==> src/design/dnsqp_pkg.sv <==
// ----------------------------------------------------------------------------
// dnsqp_pkg
// shared constants and types for the dns question name parser
// ----------------------------------------------------------------------------
package dnsqp_pkg;

  localparam int unsigned MAX_NAME_CHARS = 255;
  localparam int unsigned HEADER_BYTES   = 12;
  localparam logic [7:0]  DOT_CHAR       = 8'h2E;

  localparam logic [2:0] PH_HEADER   = 3'd0;
  localparam logic [2:0] PH_LENGTH   = 3'd1;
  localparam logic [2:0] PH_LABEL    = 3'd2;
  localparam logic [2:0] PH_TYPE_HI  = 3'd3;
  localparam logic [2:0] PH_TYPE_LO  = 3'd4;
  localparam logic [2:0] PH_CLASS_HI = 3'd5;
  localparam logic [2:0] PH_CLASS_LO = 3'd6;
  localparam logic [2:0] PH_DRAIN    = 3'd7;

  localparam logic [1:0] KIND_CHAR  = 2'd0;
  localparam logic [1:0] KIND_DONE  = 2'd1;
  localparam logic [1:0] KIND_ERROR = 2'd2;

  localparam int unsigned OUT_DATA_W = 64;

  typedef struct packed {
    logic [1:0]            kind;
    logic [OUT_DATA_W-1:0] data;
  } result_t;

endpackage

==> src/design/dns_question_name_parser_core.sv <==
// ----------------------------------------------------------------------------
// dns_question_name_parser_core
// walks a dns query byte stream, emits the dotted question name one
// character per word, then one completion or error word per packet
// ----------------------------------------------------------------------------
//  channel   dir  handshake           payload
//  in_*      in   tvalid/tready       tdata = packet byte, tlast = last byte
//  out_*     out  tvalid/tready       tuser = kind, tdata = char/id/type/class/len
//
//  one byte accepted per cycle while in_tready is high; its result word (if
//  any) is registered in the output register, or in the skid entry if held
//  a two-entry output stage (output register plus skid) lets input flow
//  while a result waits; in_tready drops only when both entries are full
//  synchronous active-low reset returns the parser to the header phase
// ----------------------------------------------------------------------------
module dns_question_name_parser_core
  import dnsqp_pkg::*;
(
  input  logic        clk,
  input  logic        rst_n,
  input  logic        in_tvalid,
  output logic        in_tready,
  input  logic [7:0]  in_tdata,   // packet_byte
  input  logic        in_tlast,   // packet_last
  output logic        out_tvalid,
  input  logic        out_tready,
  output logic [63:0] out_tdata,  // name_char, query_id, query_type, query_class, name_length
  output logic [1:0]  out_tuser   // result_kind
);

  logic [2:0]  phase_r, phase_nxt;
  logic [3:0]  pos_r, pos_nxt;
  logic [7:0]  remain_r, remain_nxt;
  logic        seen_r, seen_nxt;
  logic [15:0] id_r, id_nxt;
  logic [15:0] type_r, type_nxt;
  logic [7:0]  class_hi_r, class_hi_nxt;
  logic [7:0]  count_r, count_nxt;

  logic    out_valid_r, skid_valid_r;
  result_t out_r, skid_r;
  result_t res;
  logic    res_valid;
  logic    in_fire;

  logic       have_char, done, err, full;
  logic [7:0] chr;
  logic [15:0] qclass;

  assign in_tready = !skid_valid_r;
  assign in_fire   = in_tvalid && in_tready;
  assign full      = 32'(count_r) >= MAX_NAME_CHARS;

  always_comb begin
    phase_nxt    = phase_r;
    pos_nxt      = pos_r;
    remain_nxt   = remain_r;
    seen_nxt     = seen_r;
    id_nxt       = id_r;
    type_nxt     = type_r;
    class_hi_nxt = class_hi_r;
    count_nxt    = count_r;
    have_char    = 1'b0;
    done         = 1'b0;
    err          = 1'b0;
    chr          = '0;
    qclass       = '0;
    unique case (phase_r)
      PH_HEADER: begin
        if (pos_r == 4'd0) id_nxt[15:8] = in_tdata;
        else if (pos_r == 4'd1) id_nxt[7:0] = in_tdata;
        if (32'(pos_r) + 1 >= HEADER_BYTES) phase_nxt = PH_LENGTH;
        else pos_nxt = pos_r + 4'd1;
      end
      PH_LENGTH: begin
        if (in_tdata == 8'd0) begin
          phase_nxt = PH_TYPE_HI;
        end else begin
          remain_nxt = in_tdata;
          phase_nxt  = PH_LABEL;
          if (seen_r) begin
            if (full) begin
              err = 1'b1;
            end else begin
              have_char = 1'b1;
              chr       = DOT_CHAR;
              count_nxt = count_r + 8'd1;
            end
          end
          seen_nxt = 1'b1;
        end
      end
      PH_LABEL: begin
        if (full) begin
          err = 1'b1;
        end else begin
          have_char = 1'b1;
          chr       = in_tdata;
          count_nxt = count_r + 8'd1;
        end
        remain_nxt = remain_r - 8'd1;
        if (remain_r == 8'd1) phase_nxt = PH_LENGTH;
      end
      PH_TYPE_HI: begin
        type_nxt[15:8] = in_tdata;
        phase_nxt      = PH_TYPE_LO;
      end
      PH_TYPE_LO: begin
        type_nxt[7:0] = in_tdata;
        phase_nxt     = PH_CLASS_HI;
      end
      PH_CLASS_HI: begin
        class_hi_nxt = in_tdata;
        phase_nxt    = PH_CLASS_LO;
      end
      PH_CLASS_LO: begin
        qclass    = {class_hi_r, in_tdata};
        done      = 1'b1;
        phase_nxt = PH_DRAIN;
      end
      PH_DRAIN: begin
      end
      default: begin
      end
    endcase

    if (in_tlast && phase_r != PH_DRAIN && !done) err = 1'b1;
    if (err) begin
      have_char = 1'b0;
      phase_nxt = PH_DRAIN;
    end

    res.kind  = KIND_CHAR;
    res.data  = '0;
    if (err) begin
      res.kind = KIND_ERROR;
    end else if (done) begin
      res.kind = KIND_DONE;
      res.data = {count_r, qclass, type_r, id_r, 8'd0};
    end else if (have_char) begin
      res.data = {56'd0, chr};
    end
    res_valid = in_fire && (err || done || have_char);

    if (in_tlast) begin
      phase_nxt    = PH_HEADER;
      pos_nxt      = '0;
      remain_nxt   = '0;
      seen_nxt     = 1'b0;
      id_nxt       = '0;
      type_nxt     = '0;
      class_hi_nxt = '0;
      count_nxt    = '0;
    end
  end

  always_ff @(posedge clk) begin
    if (!rst_n) begin
      phase_r    <= PH_HEADER;
      pos_r      <= '0;
      remain_r   <= '0;
      seen_r     <= 1'b0;
      id_r       <= '0;
      type_r     <= '0;
      class_hi_r <= '0;
      count_r    <= '0;
    end else if (in_fire) begin
      phase_r    <= phase_nxt;
      pos_r      <= pos_nxt;
      remain_r   <= remain_nxt;
      seen_r     <= seen_nxt;
      id_r       <= id_nxt;
      type_r     <= type_nxt;
      class_hi_r <= class_hi_nxt;
      count_r    <= count_nxt;
    end
  end

  // output register with skid entry
  always_ff @(posedge clk) begin
    if (!rst_n) begin
      out_valid_r  <= 1'b0;
      skid_valid_r <= 1'b0;
    end else if (out_valid_r && out_tready) begin
      if (skid_valid_r) begin
        out_valid_r  <= 1'b1;
        skid_valid_r <= 1'b0;
      end else begin
        out_valid_r <= res_valid;
      end
    end else if (out_valid_r) begin
      if (res_valid) skid_valid_r <= 1'b1;
    end else begin
      out_valid_r <= res_valid;
    end
  end

  always_ff @(posedge clk) begin
    if (out_valid_r && out_tready) begin
      out_r <= skid_valid_r ? skid_r : res;
    end else if (out_valid_r) begin
      if (res_valid) skid_r <= res;
    end else begin
      out_r <= res;
    end
  end

  assign out_tvalid = out_valid_r;
  assign out_tdata  = out_r.data;
  assign out_tuser  = out_r.kind;

  a_skid_needs_out: assert property (@(posedge clk) disable iff (!rst_n)
    skid_valid_r |-> out_valid_r)
    else $error("skid entry held without output entry");

  a_error_clean: assert property (@(posedge clk) disable iff (!rst_n)
    (out_tvalid && out_tuser == KIND_ERROR) |-> out_tdata == '0)
    else $error("error word carries payload");

  a_last_restarts: assert property (@(posedge clk) disable iff (!rst_n)
    (in_fire && in_tlast) |=> (phase_r == PH_HEADER && count_r == 8'd0))
    else $error("parser not restarted after last byte");

  a_kind_legal: assert property (@(posedge clk) disable iff (!rst_n)
    out_tvalid |-> (out_tuser == KIND_CHAR || out_tuser == KIND_DONE ||
                    out_tuser == KIND_ERROR))
    else $error("illegal result kind");

endmodule
==> config.mk <==
export PLATFORM = sky130hd
export DESIGN_NAME = dns_question_name_parser_core
export DESIGN_NICKNAME = d
export VERILOG_FILES = /design/src/design/dnsqp_pkg.sv /design/src/design/dns_question_name_parser_core.sv
export SDC_FILE = /design/constraint.sdc
export NUM_CORES = 1
export LEC_CHECK = 0
export BUFFER_PORTS_ARGS = -buffer_cell sky130_fd_sc_hd__buf_2
export CORE_ASPECT_RATIO = 0.6
export CORE_MARGIN = 2
export CORE_UTILIZATION = 45
export CTS_CLUSTER_SIZE = 14
export DETAILED_ROUTE_END_ITERATION = 10
export GPL_TIMING_DRIVEN = 0
export PLACE_DENSITY = 0.69
export RECOVER_POWER = 25
export SLEW_MARGIN = 25
export SYNTH_ARGS = -nofsm -noshare
export SYNTH_HDL_FRONTEND = slang
export SYNTH_SLANG_ARGS = --single-unit
export TNS_END_PERCENT = 10
==> constraint.sdc <==
create_clock -name clk -period 13.7 [get_ports clk]
set_input_delay 4.11 -clock clk [delete_from_list [all_inputs] [get_ports clk]]
set_output_delay 4.11 -clock clk [all_outputs]
set_load 0.01 [all_outputs]
# After elaboration in Yosys (flattened, before gate mapping)
# Index checks and enable logic that the tools add are counted.
[op_classes]
div_mod_pow = 0
n_eq_ne = 17
magnitude_cmp = 2
add_sub_neg = 4
n_mux = 58
bitwise_logic = 2
n_reduce_logical = 34
multipliers = 0
shift = 0
[ops]
columns = ["op", "count"]
rows = [
  ["2-to-1 mux 66 bit", 3],
  ["2-to-1 mux 64 bit", 2],
  ["2-to-1 mux 8 bit", 15],
  ["2-to-1 mux 16 bit", 4],
  ["one-hot mux 8 bit (2 select lines)", 3],
  ["one-hot mux 3 bit (7 select lines)", 1],
  ["2-to-1 mux 6 bit", 3],
  ["2-to-1 mux 1 bit", 17],
  ["AND reduction 3 bit", 5],
  ["nonzero test 2 bit", 7],
  ["2-to-1 mux 3 bit", 4],
  ["2-to-1 mux 4 bit", 3],
  ["AND reduction 4 bit", 3],
  ["== test 3 bit (second input constant)", 3],
  ["inequality test 3 bit (second input constant)", 3],
  ["nonzero test 9 bit", 1],
  ["adder 8 x 1 -> 8 bit (second input constant)", 1],
  ["== test 8 x 1 -> 1 bit (second input constant)", 1],
  [">= comparator 8 bit (second input constant)", 1],
  ["zero test 8 bit", 1],
  ["inequality test 4 bit (second input constant)", 2],
  ["AND reduction 2 bit", 4],
  ["subtractor 8 x 1 -> 8 bit (second input constant)", 1],
  ["== test 3 x 2 -> 1 bit (second input constant)", 2],
  ["17 further kinds", 27],
]
[word_totals]
ff_bits = 198
out_inout_bits = 68
ram_bits = 0
inputBits = 13
wordCells = 133
mem_count = 0
latchBits = 0
mem_bits_ro = 0

# Depth between registers and ports, before layout
[logic_depth]
depth_word = 12
depth_mapped = 8
mapped_depth_nobuf = 7

# Worst setup path before layout
# No wires, ideal clock.
[synth_timing]
kind = "in2reg"
startpoint = "in out_tready"
endpoint = "reg skid_r[0] in the netlist's numbering (enable)"
required_time_ps = 13210
arrival_time_ps = 8662
setup_slack_ps = 4548
setup_time_ps = 490
cell_stages = 2
path_buffers = 0
path_cell_list = "nand2b_1 nor2_1"
[synth_between]
elab_chain_len = 3
[synth_rtl]
columns = ["item", "line", "rtl"]
rows = [
  ["start: declaration", "dns_question_name_parser_core.sv:26", "input logic out_tready,"],
  ["logical AND 1 bit", "dns_question_name_parser_core.sv:199", "if (out_valid_r && out_tready) begin"],
  ["inverter 1 bit (no line)", "--", ""],
  ["AND reduction 3 bit (no line)", "--", ""],
  ["end signal: assignment", "dns_question_name_parser_core.sv:202", "if (res_valid) skid_r <= res;"],
  ["end: declaration", "dns_question_name_parser_core.sv:41", "result_t out_r, skid_r;"],
]
# Every way passes these cells.
# A chain may end at the register's enable or synchronous reset.

# Final worst setup path
[layout_timing]
startpoint = "in out_tready"
endpoint = "reg skid_r[43] in the netlist's numbering (enable)"
# Same word-level chain as after synthesis.

==> results_dict.tcl <==
set metrics [dict create \
    leakagePower_nw 3.84 \
    crit_buf_inv 3 \
    coreArea_um2 18100 \
    crit_path_max_incr_delay_ps 1580 \
    violations "max-capacitance violations, max-slew violations" \
    dpl.hpwl_um 13000 \
    fin_tns_setup_ps 0 \
    htreeDepth 4 \
    max_slew_margin -0.400 \
    cp-end-kind "flip-flop" \
    drtIter0Drc 435 \
    grt_start_max_net_pins 36 \
    root_buffer "clkbuf_16" \
    cts.path.max_buffers 2 \
    die_area_um2 19500 \
    path_delay_family "buffers and inverters" \
    hold_viol 0 \
    rsz0062_at_grt "no" \
    place_congestion 0.889 \
    fin_crit_sh 0.561 \
    status "finished with violations" \
    viasPerCell 5.54 \
    pwr-share-clk 0.419 \
    crit_fanout 35 \
    placementRows 38 \
    crit_type "in2reg" \
    tightest_slew_ps 2100 \
    crit_slowest_cell "clkbuf_1" \
    area_growth_pct 15.9 \
    synth-edff-count 132 \
    antenna_found_initial 0 \
    maxCapViolations 2 \
    seq_area_frac_synth 0.638 \
    place_inst 960 \
    clk_pin_slew_ps 70 \
    avgSynthCellArea_um2 12.8 \
    finalClockSkew_ps 7.10 \
    synthCells 645 \
    postCtsHoldBufs 0 \
    crit_path_cell_trace "clkbuf_1 -> nand2b_1 -> clkbuf_1 -> nor2_4 -> buf_16" \
    clock.fmax_mhz 130 \
    netSwitchingFraction 0.232 \
    comb_power_share 0.039 \
    finalCriticalPeriod_ps 7690 \
    start_kind "input port" \
    final_cells 992 \
    wirelength_um 18900 \
    seqPwrFrac 0.543 \
    numCtsBuffers 17 \
    async_flop_share 0 \
    power.total_w 0.00119 \
    ys_seq_elements 198 \
    setup_ws_ps 6010 \
    io_pins 81 \
    diodes 0 \
    vias 5493 \
    report.final.setup_viol 0 \
    cp.arrival_ps 7880 \
    power.switching_w 0.000276 \
    insertion_delay_ps 440 \
    peakVddDrop_mv 0.0781 \
    cts_tree "yes" \
    drc_errors 0 \
    die_w_um 179 \
    yosysWarnings 0 \
    grt.total_usage 0.204 \
    post_drt_wl_per_cell_um 19.0 \
    start_util 0.458 \
    pre_cts_ws_ps 6930 \
    cts_setup_buffers 0 \
    nNetsFinal 758 \
    post_cts_resized 0 \
    clkSinkCount 198 \
    syn-num-nets 664 \
    drv_slew 71 \
    drive_gt1_frac 0.253 \
    cpMostUsedCell "clkbuf_1" \
    cp_data_required_time_ps 13890 \
    ant_nets 0 \
    grt_pass1_wl_um 29900 \
    drt_first_pass_iters 5 \
    p_int_w 0.000913 \
    synth_ff_type "edfxtp_1" \
    grt_overflow 0 \
    grt_pass1_vias 5409 \
    io_buffers 72 \
    synth.cell_area_um2 8280 \
    die_h_um 109 \
    yosysUniqueCellTypes 60 \
    hold_class "reg2reg" \
    p_per_area_nw_per_um2 124 \
]
[cells in the final DEF, fill, tap and decap left out, types with 3 or more instances in the layout]
| master | count |
|---|---|
| dfxtp_1 | 66 |
| nand2b_1 | 5 |
| nand3_1 | 9 |
| and3_1 | 5 |
| inv_1 | 10 |
| a21boi_0 | 3 |
| a21oi_1 | 23 |
| mux2_2 | 67 |
| o21ai_0 | 15 |
| clkbuf_16 | 17 |
| inv_8 | 3 |
| nor3b_1 | 3 |
| nor3_1 | 4 |
| o211ai_1 | 4 |
| edfxtp_1 | 132 |
| ha_1 | 6 |
| a22o_1 | 7 |
| and2_1 | 11 |
| a31oi_1 | 3 |
| inv_6 | 4 |
| buf_2 | 71 |
| nand2_1 | 32 |
| clkinvlp_4 | 3 |
| clkbuf_1 | 37 |
| a21o_1 | 6 |
| o21ai_1 | 5 |
| a22oi_1 | 30 |
| and2_0 | 53 |
| nor2b_1 | 5 |
| o22ai_1 | 6 |
| mux2i_1 | 4 |
| nand4_1 | 3 |
| or3_1 | 3 |
| nor2_1 | 47 |
| nor4_1 | 6 |
[synthesized netlist by cell type, drive strengths merged (2+ instances only)]
library cell	count	area [µm²]
or4	3	26.3
mux2	67	754
nor4	7	43.8
or3	3	18.8
clkbuf	31	116
nor3b	4	41.3
a211oi	2	15.0
o32ai	2	17.5
nor2b	5	31.3
edfxtp	132	3960
a22o	8	71.3
dfxtp	66	1320
nand2	32	120
a31o	2	17.5
xnor2	2	17.5
inv	10	37.5
o31a	2	18.8
a21oi	24	124
and2	66	415
nand4	3	18.8
o211ai	5	42.5
nand2b	5	31.3
a22oi	30	225
mux2i	4	40.0
o22ai	6	37.5
and3	5	31.3
a21o	6	45.0
buf	6	46.3
or4b	2	20.0
nor4b	2	23.8
a21boi	4	30.0
nand3	9	45.0
ha	6	75.1
nor2	48	180
a31oi	3	18.8
nor3	4	20.0
o21ai	20	100
[per-layer routing]
metal  part of all wire  GRT usage
met5                  0          0
met4              0.017     0.0668
met3              0.056     0.0429
met2               0.43      0.301
met1               0.50      0.300
[worst register-to-register path: stages, from the launching register on]
cell and delay, ps:
dfxtp_1 360, nand2b_1 1100, clkbuf_1 1590, nor2_4 480
buf_16 340
[cell type report]
cell class                      count  area, µm²
Fill cell                        1570       8470
Clock inverter                     15        163
Inverter                           10       37.5
Tap cell                          240        300
Sequential cell                   198       5290
Timing Repair Buffer               75        417
Clock buffer                       17        425
Multi-Input combinational cell    400       2820
Buffer                             37        151
[metrics by stage]
stage	instance area [µm²]	hold slack, ps	utilization
after floorplan	8280	434	-
after global placement	8940	453	0.495
after detailed placement	9040	454	0.500
after CTS	9630	479	0.533
after global routing	9590	513	0.531
final	9590	482	0.531
[sequential cells by signal, indices dropped and copies added (netlist names), 3 cells and up]
name and cells:
class_hi_r 8, skid_r 66, count_r 8, out_tdata 64
phase_r 3, id_r 16, type_r 16, pos_r 4
remain_r 8
[power groups by stage]
stage | logic, W | registers [W] | clock network [W]
5_1_grt | 0.0000497 | 0.000646 | 0.000535
2_1_floorplan | 0.0000214 | 0.000662 | 0
6_report | 0.0000461 | 0.000645 | 0.000498
4_1_cts | 0.0000467 | 0.000645 | 0.000507
3_5_place_dp | 0.0000466 | 0.000658 | 0
3_3_place_gp | 0.0000441 | 0.000659 | 0
[logic make-up (layout without fill, tap and decap cells)]
family          after synthesis  count (layout)  share of synthesized area
xor+xnor                      2               2                    0.00212
compound gates              118             118                     0.0966
flops                       198             198                      0.638
buf+inv                      47             154                     0.0242
simple gates                203             203                      0.134
fa+ha+maj                     6               6                    0.00907
mux                          71              71                     0.0960
[worst paths after layout]
kind              cells after the start        from          to  slack (ps)
hold / removal                        1     id_r[9]     id_r[9]         480
hold reg to reg                       1     id_r[9]     id_r[9]         480
setup / recovery                      5  out_tready  skid_r[43]        6010
setup reg to reg                      4  out_tvalid  skid_r[43]        9560
No activity file was read; power rests on OpenSTA's default activity.
